`src/sv/lic_pkg.sv`:
```
// ----------------------------------------------------------------------------
// lic_pkg: lattice index converter shared definitions
// Widths, pipeline sizing and the item, config and stage types.
// ----------------------------------------------------------------------------
`default_nettype none

package lic_pkg;

    localparam int MAX_DIMS       = 4;
    localparam int COORD_BITS     = 8;
    localparam int NUM_AXES       = 4;
    localparam int IDX_W          = 32;
    localparam int SIDE_W         = 9;
    localparam int DIMS_W         = 3;
    localparam int CFG_IDX_W      = 1;
    localparam int CFG_DATA_W     = SIDE_W;
    localparam int SIDE_MAX       = 256;
    localparam int CMAX           = (2 ** COORD_BITS) - 1;
    // remainder of a division by side is below side, so one bit narrower
    localparam int REM_W          = SIDE_W - 1;
    // low quotient window: wide enough for the range test and the saturation test
    localparam int QWIN_W         = (COORD_BITS + 1 > SIDE_W) ? COORD_BITS + 1 : SIDE_W;
    localparam int BITS_PER_STAGE = 2;
    localparam int NUM_STAGES     = IDX_W / BITS_PER_STAGE;
    localparam int DEC_LAT        = NUM_STAGES + 1;
    localparam int ENC_LAT        = MAX_DIMS;

    // request operations
    localparam logic CMD_ENCODE = 1'b0;
    localparam logic CMD_DECODE = 1'b1;

    // configuration register indexes
    localparam logic [CFG_IDX_W-1:0] REG_SIDE = CFG_IDX_W'(0);
    localparam logic [CFG_IDX_W-1:0] REG_DIMS = CFG_IDX_W'(1);

    typedef logic [COORD_BITS-1:0] t_coord;

    typedef struct packed {
        logic               cmd;
        t_coord             coord_0;
        t_coord             coord_1;
        t_coord             coord_2;
        t_coord             coord_3;
        logic [IDX_W-1:0]   site_index;
    } t_in_item;

    typedef struct packed {
        logic [IDX_W-1:0]   index_out;
        t_coord             axis0_out;
        t_coord             axis1_out;
        t_coord             axis2_out;
        t_coord             axis3_out;
        logic               out_of_range;
    } t_out_item;

    // effective (clamped) configuration
    typedef struct packed {
        logic [SIDE_W-1:0]  side;
        logic [DIMS_W-1:0]  dims;
    } t_cfg;

    // decode pipeline word: level k holds quotient floor(index / side^k)
    typedef struct packed {
        logic                               cmd;
        logic [MAX_DIMS-1:0][REM_W-1:0]     rem;
        logic [MAX_DIMS-1:0][QWIN_W-1:0]    win;
        logic [MAX_DIMS-1:0]                big;
        logic [IDX_W-1:0]                   dividend;
    } t_dstage;

    typedef struct packed {
        logic                               cmd;
        logic [NUM_AXES-1:0][COORD_BITS-1:0] axis;
        logic                               oor;
    } t_dec_res;

endpackage

`default_nettype wire

```
`src/sv/lic_dstage.sv`:
```
// ----------------------------------------------------------------------------
// lic_dstage: one decode pipeline stage
// Shifts two index bits through a cascade of restoring divide-by-side steps.
// ----------------------------------------------------------------------------
`default_nettype none

module lic_dstage (
    input  logic              i_clk,
    input  logic              i_rst_n,
    input  lic_pkg::t_cfg     i_cfg,
    input  logic              i_vld,
    input  lic_pkg::t_dstage  i_data,
    output logic              o_vld,
    output lic_pkg::t_dstage  o_data
);
    import lic_pkg::*;

    logic    r_vld;
    t_dstage r_data;
    t_dstage n_data;

    // quotient bit of level k-1 feeds the divider that builds level k
    always_comb begin
        logic [SIDE_W-1:0] v_t;
        logic              v_q;
        n_data = i_data;
        v_t    = '0;
        v_q    = 1'b0;
        for (int j = 0; j < BITS_PER_STAGE; j++) begin
            v_q             = n_data.dividend[IDX_W-1];
            n_data.dividend = {n_data.dividend[IDX_W-2:0], 1'b0};
            for (int k = 1; k < MAX_DIMS; k++) begin
                v_t = {n_data.rem[k-1], v_q};
                if (v_t >= i_cfg.side) begin
                    n_data.rem[k-1] = REM_W'(v_t - i_cfg.side);
                    v_q             = 1'b1;
                end else begin
                    n_data.rem[k-1] = v_t[REM_W-1:0];
                    v_q             = 1'b0;
                end
                n_data.big[k] = n_data.big[k] | n_data.win[k][QWIN_W-1];
                n_data.win[k] = {n_data.win[k][QWIN_W-2:0], v_q};
            end
        end
    end

    always_ff @(posedge i_clk) begin
        if (!i_rst_n) begin
            r_vld <= 1'b0;
        end else begin
            r_vld <= i_vld;
        end
    end

    always_ff @(posedge i_clk) begin
        r_data <= n_data;
    end

    assign o_vld  = r_vld;
    assign o_data = r_data;

endmodule

`default_nettype wire

```
`src/sv/lic_dec.sv`:
```
// ----------------------------------------------------------------------------
// lic_dec: index to coordinates decoder
// Entry register, bit-serial division pipeline and final axis selection.
// ----------------------------------------------------------------------------
`default_nettype none

module lic_dec (
    input  logic                       i_clk,
    input  logic                       i_rst_n,
    input  lic_pkg::t_cfg              i_cfg,
    input  logic                       i_vld,
    input  logic                       i_cmd,
    input  logic [lic_pkg::IDX_W-1:0]  i_index,
    output logic                       o_vld,
    output lic_pkg::t_dec_res          o_res
);
    import lic_pkg::*;

    logic    r_entry_vld;
    t_dstage r_entry;
    t_dstage n_entry;

    t_dstage s_data [NUM_STAGES+1];
    logic    s_vld  [NUM_STAGES+1];

    // level 0 is the index itself; its window is loaded directly
    always_comb begin
        n_entry          = '0;
        n_entry.cmd      = i_cmd;
        n_entry.dividend = i_index;
        n_entry.win[0]   = i_index[QWIN_W-1:0];
        n_entry.big[0]   = |i_index[IDX_W-1:QWIN_W];
    end

    always_ff @(posedge i_clk) begin
        if (!i_rst_n) begin
            r_entry_vld <= 1'b0;
        end else begin
            r_entry_vld <= i_vld;
        end
    end

    always_ff @(posedge i_clk) begin
        r_entry <= n_entry;
    end

    assign s_vld[0]  = r_entry_vld;
    assign s_data[0] = r_entry;

    for (genvar g = 0; g < NUM_STAGES; g++) begin : g_stage
        lic_dstage u_stage (
            .i_clk   (i_clk),
            .i_rst_n (i_rst_n),
            .i_cfg   (i_cfg),
            .i_vld   (s_vld[g]),
            .i_data  (s_data[g]),
            .o_vld   (s_vld[g+1]),
            .o_data  (s_data[g+1])
        );
    end

    // top active axis takes the whole quotient, lower axes the remainders
    always_comb begin
        t_dstage           v_last;
        logic [QWIN_W-1:0] v_win;
        logic              v_big;
        logic              v_sat;
        v_last = s_data[NUM_STAGES];
        v_win  = '0;
        v_big  = 1'b0;
        for (int lv = 0; lv < MAX_DIMS; lv++) begin
            if (lv == int'(i_cfg.dims) - 1) begin
                v_win = v_last.win[lv];
                v_big = v_last.big[lv];
            end
        end
        v_sat      = v_big || (v_win > QWIN_W'(CMAX));
        o_res.cmd  = v_last.cmd;
        o_res.oor  = v_big || (v_win >= QWIN_W'(i_cfg.side));
        o_res.axis = '0;
        for (int a = 0; a < NUM_AXES && a < MAX_DIMS; a++) begin
            if (a == int'(i_cfg.dims) - 1) begin
                o_res.axis[a] = v_sat ? COORD_BITS'(CMAX) : v_win[COORD_BITS-1:0];
            end else if (a < int'(i_cfg.dims) - 1) begin
                o_res.axis[a] = COORD_BITS'(v_last.rem[a]);
            end
        end
    end

    assign o_vld = s_vld[NUM_STAGES];

endmodule

`default_nettype wire

```
`src/sv/lic_enc.sv`:
```
// ----------------------------------------------------------------------------
// lic_enc: coordinates to index encoder
// Horner evaluation, one multiply-add by side per stage, top axis first.
// ----------------------------------------------------------------------------
`default_nettype none

module lic_enc (
    input  logic                       i_clk,
    input  lic_pkg::t_cfg              i_cfg,
    input  lic_pkg::t_in_item          i_item,
    output logic [lic_pkg::IDX_W-1:0]  o_index
);
    import lic_pkg::*;

    typedef struct packed {
        logic [MAX_DIMS-1:0][COORD_BITS-1:0] coord;
        logic [IDX_W-1:0]                    acc;
    } t_enc;

    t_enc r_enc [MAX_DIMS];
    t_enc n_enc [MAX_DIMS];

    // inactive axes are zeroed so they drop out of the sum
    always_comb begin
        logic [NUM_AXES-1:0][COORD_BITS-1:0] v_cin;
        v_cin = {i_item.coord_3, i_item.coord_2, i_item.coord_1, i_item.coord_0};
        n_enc[0] = '0;
        for (int k = 0; k < MAX_DIMS && k < NUM_AXES; k++) begin
            if (k < int'(i_cfg.dims)) begin
                n_enc[0].coord[k] = v_cin[k];
            end
        end
        n_enc[0].acc = IDX_W'(n_enc[0].coord[MAX_DIMS-1]);
    end

    always_ff @(posedge i_clk) begin
        r_enc[0] <= n_enc[0];
    end

    for (genvar s = 1; s < MAX_DIMS; s++) begin : g_step
        localparam int AX = MAX_DIMS - 1 - s;

        always_comb begin
            n_enc[s].coord = r_enc[s-1].coord;
            n_enc[s].acc   = IDX_W'(r_enc[s-1].acc * IDX_W'(i_cfg.side))
                           + IDX_W'(r_enc[s-1].coord[AX]);
        end

        always_ff @(posedge i_clk) begin
            r_enc[s] <= n_enc[s];
        end
    end

    assign o_index = r_enc[MAX_DIMS-1].acc;

endmodule

`default_nettype wire

```
`src/sv/lattice_index_convert_top.sv`:
```
// ----------------------------------------------------------------------------
// lattice_index_convert_top: lattice site index converter
// Encodes coordinates to a linear index or decodes an index to coordinates.
// ----------------------------------------------------------------------------
// Pipeline: input register, decode entry register, the 16-stage bit-serial
//   divider (2 bits/stage) and the output register lead from start to the result strobe.
// Throughput: one request per cycle while busy is low; the receiver cannot stall.
// Reset: synchronous; busy and cfg_ready stay high/low through reset, the
//   pipeline empties, side returns to 16 and dims to 4.
`default_nettype none

module lattice_index_convert_top (
    input  logic                            i_clk,
    input  logic                            i_rst_n,
    input  logic                            start,
    input  lic_pkg::t_in_item               i_item,
    output logic                            busy,
    input  logic                            i_cfg_valid,
    output logic                            o_cfg_ready,
    input  logic [lic_pkg::CFG_IDX_W-1:0]   i_cfg_index,
    input  logic [lic_pkg::CFG_DATA_W-1:0]  i_cfg_data,
    output logic                            o_result_valid,
    output lic_pkg::t_out_item              o_result
);
    import lic_pkg::*;

    localparam int                   SIDE_RST    = 16;
    localparam int                   DIMS_RST    = 4;
    localparam int                   ENC_PAD     = DEC_LAT - ENC_LAT;
    localparam int                   RES_DELAY   = DEC_LAT + 2;

    logic              r_busy;
    logic [SIDE_W-1:0] r_side;
    logic [DIMS_W-1:0] r_dims;
    t_cfg              s_cfg;

    logic              r_in_vld;
    t_in_item          r_in;

    logic              s_dec_vld;
    t_dec_res          s_dec;
    logic [IDX_W-1:0]  s_enc_index;
    logic [IDX_W-1:0]  r_enc_dly [ENC_PAD];

    logic              r_out_vld;
    t_out_item         r_out;
    t_out_item         n_out;

    always_ff @(posedge i_clk) begin
        if (!i_rst_n) begin
            r_busy <= 1'b1;
        end else begin
            r_busy <= 1'b0;
        end
    end

    assign busy        = r_busy;
    assign o_cfg_ready = !r_busy;

    always_ff @(posedge i_clk) begin
        if (!i_rst_n) begin
            r_side <= SIDE_W'(SIDE_RST);
            r_dims <= DIMS_W'(DIMS_RST);
        end else if (i_cfg_valid && o_cfg_ready) begin
            case (i_cfg_index)
                REG_SIDE: begin
                    r_side <= i_cfg_data[SIDE_W-1:0];
                end
                REG_DIMS: begin
                    r_dims <= i_cfg_data[DIMS_W-1:0];
                end
                default: begin
                end
            endcase
        end
    end

    // clamp side to 1..256 and dims to 1..MAX_DIMS
    always_comb begin
        s_cfg.side = r_side;
        if (r_side == '0) begin
            s_cfg.side = SIDE_W'(1);
        end else if (r_side > SIDE_W'(SIDE_MAX)) begin
            s_cfg.side = SIDE_W'(SIDE_MAX);
        end
        s_cfg.dims = r_dims;
        if (r_dims == '0) begin
            s_cfg.dims = DIMS_W'(1);
        end else if (int'(r_dims) > MAX_DIMS) begin
            s_cfg.dims = DIMS_W'(MAX_DIMS);
        end
    end

    always_ff @(posedge i_clk) begin
        if (!i_rst_n) begin
            r_in_vld <= 1'b0;
        end else begin
            r_in_vld <= start && !busy;
        end
    end

    always_ff @(posedge i_clk) begin
        r_in <= i_item;
    end

    lic_dec u_dec (
        .i_clk   (i_clk),
        .i_rst_n (i_rst_n),
        .i_cfg   (s_cfg),
        .i_vld   (r_in_vld),
        .i_cmd   (r_in.cmd),
        .i_index (r_in.site_index),
        .o_vld   (s_dec_vld),
        .o_res   (s_dec)
    );

    lic_enc u_enc (
        .i_clk   (i_clk),
        .i_cfg   (s_cfg),
        .i_item  (r_in),
        .o_index (s_enc_index)
    );

    // line up the encoder result with the longer decode path
    always_ff @(posedge i_clk) begin
        r_enc_dly[0] <= s_enc_index;
        for (int i = 1; i < ENC_PAD; i++) begin
            r_enc_dly[i] <= r_enc_dly[i-1];
        end
    end

    always_comb begin
        n_out = '0;
        if (s_dec.cmd == CMD_ENCODE) begin
            n_out.index_out = r_enc_dly[ENC_PAD-1];
        end else begin
            n_out.axis0_out    = s_dec.axis[0];
            n_out.axis1_out    = s_dec.axis[1];
            n_out.axis2_out    = s_dec.axis[2];
            n_out.axis3_out    = s_dec.axis[3];
            n_out.out_of_range = s_dec.oor;
        end
    end

    always_ff @(posedge i_clk) begin
        if (!i_rst_n) begin
            r_out_vld <= 1'b0;
        end else begin
            r_out_vld <= s_dec_vld;
        end
    end

    always_ff @(posedge i_clk) begin
        r_out <= n_out;
    end

    assign o_result_valid = r_out_vld;
    assign o_result       = r_out;

    // every taken request gives one result a fixed time later, and only then
    a_lat_fwd: assert property (@(posedge i_clk) disable iff (!i_rst_n)
        (start && !busy) |-> ##RES_DELAY o_result_valid)
        else $error("request without a result at the fixed latency");

    a_lat_back: assert property (@(posedge i_clk) disable iff (!i_rst_n)
        o_result_valid |-> $past(start && !busy, RES_DELAY))
        else $error("result transfer without a matching request");

    // range flag only comes from a decode, which carries a zero index
    a_oor_decode: assert property (@(posedge i_clk) disable iff (!i_rst_n)
        (o_result_valid && o_result.out_of_range) |-> (o_result.index_out == '0))
        else $error("range flag on an encode result");

endmodule

`default_nettype wire

```
`config.mk`:
```
export PLATFORM = sky130hd
export DESIGN_NAME = lattice_index_convert_top
export DESIGN_NICKNAME = d
export VERILOG_FILES = /design/src/sv/lic_pkg.sv /design/src/sv/lic_dstage.sv /design/src/sv/lic_dec.sv /design/src/sv/lic_enc.sv /design/src/sv/lattice_index_convert_top.sv
export SDC_FILE = /design/constraint.sdc
export NUM_CORES = 2
export LEC_CHECK = 0
export BUFFER_PORTS_ARGS = -buffer_cell sky130_fd_sc_hd__clkbuf_2
export CAP_MARGIN = 10
export CORE_ASPECT_RATIO = 0.6
export CORE_MARGIN = 2
export CORE_UTILIZATION = 39
export CTS_BUF_LIST = sky130_fd_sc_hd__clkbuf_2
export CTS_CLUSTER_DIAMETER = 60
export DETAILED_ROUTE_END_ITERATION = 8
export GPL_ROUTABILITY_DRIVEN = 0
export GPL_TIMING_DRIVEN = 0
export PLACE_DENSITY = 0.67
export SYNTH_ARGS = -nofsm -noshare
export SYNTH_HDL_FRONTEND = slang
export SYNTH_SLANG_ARGS = --single-unit
```
`constraint.sdc`:
```
create_clock -name i_clk -period 13.25 [get_ports i_clk]
set_input_delay 0.6625 -clock i_clk [delete_from_list [all_inputs] [get_ports i_clk]]
set_output_delay 0.6625 -clock i_clk [all_outputs]
set_load 0.01 [all_outputs]
```
Word level (Yosys, flattened, before mapping)
Memories as Yosys holds them, arrays and structs flattened. A register that Yosys moved wholly into a read port is not among the register bits.
Cells that the tools add are included.

word-level totals
  memories = 2
  memory bits (writable) = 672
  bits of input ports = 79
  register bits = 1393
  logic and storage cells = 706
  output and inout port bits = 68

cells by class
  mux-type cells = 216
  $add $sub $neg = 100
  magnitude comparators = 107
  $mul = 3
  reductions and logical operators = 12
  bitwise logic cells = 67
  equal/unequal tests = 3

memories
  name         words  width  rd ports  clocked after memory_dff  wr ports  line                             text
  r_enc_dly    13     32     13        1                         13        lattice_index_convert_top.sv:43  logic [IDX_W-1:0] r_enc_dly [ENC_PAD];
  u_enc.r_enc  4      64     4         0                         4         lic_enc.sv:20                    t_enc r_enc [MAX_DIMS];

operator list
  kind                 count
  $mux 8               107
  $ge 9x9->1           94
  $sub 8x8->8          93
  $mux 1               101
  $add 32x8->32        3
  $mul 32x9->32        3
  $or 1x1->1           66
  $eq 3x32->1 const A  2
  $mux 9               6
  $eq 2x32->1 const A  1
  $logic_not 32->1     1
  $lt 1x32->1 const A  1
  $lt 2x32->1 const A  1
  $lt 3x32->1 const A  1
  $ge 1x9->1           3
  $sub 1x8->8          3
  $reduce_or 23->1     1
  $gt 9x8->1 const B   1
  $gt 9x9->1 const B   1
  $logic_not 9->1      1
  $lt 1x3->1 const A   2
  $lt 2x3->1 const A   2
  $mux 3               2
  $reduce_and 2->1     3
  other kinds (7)      9

Longest topological paths before layout
  depth after elaboration = 13
  mapped depth = 45
  depth with buffers taken out = 40

Hierarchy
A second synthesis with hierarchy kept.

unflattened totals
  cell total of the unflattened synthesis = 9988
  area total of the unflattened synthesis = 109822.8 um^2

modules (own cells, without submodules)
  module                                     times used  sequential area each (um^2)  area each (um^2)  cells an instance
  lic_dstage (u_dec.g_stage[0].u_stage ...)  8           2082.0                       4774.6            443
  lic_dstage (u_dec.g_stage[4].u_stage ...)  6           2082.0                       4822.1            447
  lic_enc                                    1           2742.6                       19179.6           1982
  lattice_index_convert_top                  1           11230.8                      12052.8           692
  lic_dstage (u_dec.g_stage[2].u_stage ...)  2           2082.0                       4765.8            447
  lic_dec                                    1           700.7                        1929.4            194

Worst setup path after synthesis
Ideal clock, no wire load.

  path type = reg-to-reg
  from = register r_side[8]
  to = register u_dec.g_stage[11].u_stage.r_data (netlist bit u_dec.g_stage[11].u_stage.o_data[89])
  data required time = 13129 ps
  data arrival time = 14032 ps
  path slack = -903 ps
  clock period less this slack = 14153 ps
  cell stages (with the launch flop) = 44
  library setup time = 121 ps
  buffers on the path = 5
  cells stage by stage = dfxtp_1 nor2b_1 clkbuf_1 clkbuf_1 inv_1 ha_1 a21o_1 a21o_1 a21o_1 a31o_1 or4_1 a31o_2 buf_6 inv_1 ha_1 inv_1 a21o_1 a21o_1 [8 not listed] a21o_1 a21o_1 a21o_1 a31o_2 nor4_1 o21bai_1 clkbuf_1 mux2_2 ha_1 nor2b_1 o21ai_0 a21oi_1 o21ai_0 a21boi_0 o21ai_0 a21oi_1 nor2_1 mux2_2

RTL lines
  element                   line                             text
  start: declaration        lattice_index_convert_top.sv:33  logic [SIDE_W-1:0] r_side;
  start signal: assignment  lattice_index_convert_top.sv:62  r_side <= SIDE_W'(SIDE_RST);
  start signal: assignment  lattice_index_convert_top.sv:67  r_side <= i_cfg_data[SIDE_W-1:0];
  end signal: assignment    lic_dstage.sv:56                 r_data <= n_data;
  end: declaration          lic_dstage.sv:19                 t_dstage r_data;

==> results.md <==
* Outcome: finished, final reports clean
* Worst-path fanout max at 55
* Area Growth Syn to Fin at 11.4%
* Share of the synthesized area in the top cell type at 0.397
* Fin crit share at 0.921
* Crit-path leading delay family: compound AO/OA/AOI/OAI gates
* Total gr overflow at 0
* Final WL at around 210000 um
* Worst setup EP type: flop
* Area contributors post-synth: dfxtp_1, ha_1, fa_1
* Post-synth ARST share at 0
* CP max stage cell: nor2_1
* Fmax at 81.9 MHz
* Final net count at 11400
* Initial Utilization at 0.391
* Post-synthesis sequential area ratio at 0.397
* Leading area contributor after synthesis: dfxtp_1
* Fraction of layout cells with a size suffix above 1 at 0.142
* Final min period at ~12 ns
* Mapped Area at slightly above 90000 um2
* Initial antenna violation count at 9
* Most Frequent Cell on Critical Path: o21ai_0
* Critical path required time at 14.69 ns
* H-Tree Depth at 5
* Final Core Density at 0.436
* DRT Pass-1 Iters at 7
* Cells after synthesis at approximately 9000
* CTS Sinks at around 1900
* DRC at 0
* Clk Latency, worst-skew pair at between 1.5 and 2 ns
* Buffers on Ports at 146
* Net Count, Synth at roughly 11000
* Netlist cell types at 70
* Initial DRC Count at around 3800
* CTS Buf Count at 420
* Setup violators final at 0
* #FFs+latches synth at 1850
* Ports at around 150
* Layout fillers at approximately 23000
* CTS tree: yes
* Final HPWL DP at 152000 um
* Largest net degree at the start of global routing at 70
* Worst slew pin tran at about 1.2 ns
* DR vias at about 66000
* Hold Path Class: reg -> reg
* First-pass GRT wire length at about 350000 um
* Worst slew margin relative to its limit at 0.229
* Max-cap violations at 0
* Die ar. at 244000 um2
* Synthesis Warnings at 0
* WP data arrival at between 10 and 15 ns
* Root buf cell: clkbuf_2
* Max-slew violation count at 0
* # rows at ~140
* Global Route Usage Sum at 0.172
* Setup Skew at around 0.22 ns
* DRT antenna net count at 0
* RSZ-0062 raised after global routing: false
* CP Launch Type: flop
* Chip Height at between 300 and 400 um
* CP Buf/Inv Count at 6
* CTS Buffer Depth at 4
* Post-synth top flop: dfxtp_1
* Total core area at 239000 um2
* Post-synth EDFFs at 0
* Endpoints failing hold at 0
* Die Width at about 640 um
* Worst path max stage delay at 0.81 ns
* Syn avg cell area at approximately 10 um2
* Crit Path Class: reg -> reg
* Reg clk slew, reported paths at 0.10 ns
* Vias in the first global route at around 70000
* Vias/cell at 4.96
* DR WL/cell at 15.9 um
[timing repair]
| action | CTS | global route |
|---|---|---|
| endpoints found under the hold margin | 97 | 0 |
| hold buffers | 165 | 0 |
| setup buffers | 0 | 1 |
| endpoints found under the setup margin | 0 | 123 |
| gates resized for setup | 0 | 8 |
[cells in the mapped netlist, drive strengths merged, types with 14 or more instances]
cell and n:
nand4 173, nor4 14, o21bai 57, nand4b 17
dfxtp 1850, or3 39, o21ai 436, nand2b 43
fa 448, and3 46, xnor2 350, nand3 71
and2 174, mux2 580, nor2b 194, a21boi 93
mux2i 94, a21oi 410, nor3 65, buf 72
xor2 164, a31o 18, o22ai 25, clkbuf 121
o21a 46, nor2 483, o31a 24, a21o 122
nand2 681, ha 1065, inv 879
[path summary, 6_finish.rpt]
kind	startpoint	to	slack, ns	depth (start not counted)
worst max-delay path	r_side[8]	u_dec.g_stage[11].u_stage.o_data[94]	1.04	42
worst min-delay path	u_dec.g_stage[6].u_stage.o_data[51]	u_dec.g_stage[7].u_stage.o_data[53]	0.17	0
worst max register to register	r_side[8]	u_dec.g_stage[11].u_stage.o_data[94]	1.04	42
worst min register to register	u_dec.g_stage[6].u_stage.o_data[51]	u_dec.g_stage[7].u_stage.o_data[53]	0.17	0
[cell families (layout without fill, tap and decap cells)]
family / after synthesis / in the layout / synth area share
adders and majority gates: 1513 / 1513 / 0.239
buffers and inverters: 1072 / 2112 / 0.0433
xor gates and xnor gates: 514 / 514 / 0.0482
AOI/OAI and AO/OA: 1335 / 1335 / 0.0860
DFF: 1850 / 1850 / 0.397
muxes: 674 / 674 / 0.0807
and+or+nand+nor: 2056 / 2056 / 0.107
other: 0 / 10 / 0
[per-stage QoR]
step,setup WS (ns),instances,TNS (ns),hold WS (ns),area (um2)
6_report,1.04,13200,0,0.168,104000
5_1_grt,0.0215,13200,0,0.0696,104000
4_1_cts,0.275,13200,0,0.00397,104000
3_5_place_dp,0.285,12300,0,0.312,98600
3_3_place_gp,-6.60,12300,-1868.75,0.310,98100
2_1_floorplan,0.431,9014,0,0.310,93400
[metal layers]
| layer | up-vias | track usage | wire [um] |
|---|---|---|---|
| met3 | 391 | 0.0349 | 13000 |
| met5 | - | 0 | 0 |
| met4 | 0 | 0.0610 | 6160 |
| met2 | 1770 | 0.269 | 91400 |
| li1 | 32200 | - | - |
| met1 | 31300 | 0.235 | 100000 |
[state kept, by name, indices dropped and copies added (netlist names), 3 cells and up]
register,flops
r_in,65
u_dec.r_entry,34
r_side,9
r_dims,3
o_result,65
r_enc_dly,416
u_enc.r_enc,137
u_dec.g_stage.u_stage.o_vld,16
u_dec.g_stage.u_stage.o_data,1101
[cell usage in the layout, fill, tap and decap left out, types with 13 or more instances in the layout]
master	netlist	final
o31a_1	24	24
fa_1	448	448
nand3_1	71	71
xnor2_1	350	350
nor3_1	65	65
or3_1	39	39
o21ai_0	431	431
a21boi_0	90	90
o21a_1	46	46
nor2b_1	194	194
nand4_1	173	173
buf_1	64	64
nor2_1	481	478
and2_1	174	174
clkinv_1	0	98
xor2_1	164	164
mux2i_1	94	94
dfxtp_1	1850	1850
inv_1	876	867
clkinv_2	0	24
nand2b_1	43	43
nor4_1	14	14
o21bai_1	57	57
mux2_2	560	560
mux2_4	18	18
nand2_1	681	681
nand4b_1	17	17
ha_1	1065	1065
clkbuf_2	0	710
o22ai_1	25	25
a21o_1	122	122
and4b_1	13	13
dlygate4sd3_1	0	165
a31o_2	16	16
a21oi_1	408	407
and3_1	46	46
clkbuf_1	121	118
[final cells by class]
cell class              count  area [um2]  share of cell area
clock buffers             563        2820              0.0271
multi-input cells        6092       52300               0.503
inverters                 879        3340              0.0321
repair buffers            329        2810              0.0270
well taps                3172        3970              0.0381
plain buffers             193         756             0.00726
diodes                     10        25.0            0.000241
clock inverters           148         971             0.00933
flip-flops and latches   1850       37000               0.356
Power is left out: the tool's default activity adds up to more than one toggle a clock period on the data nets, which glitch-free logic cannot reach.
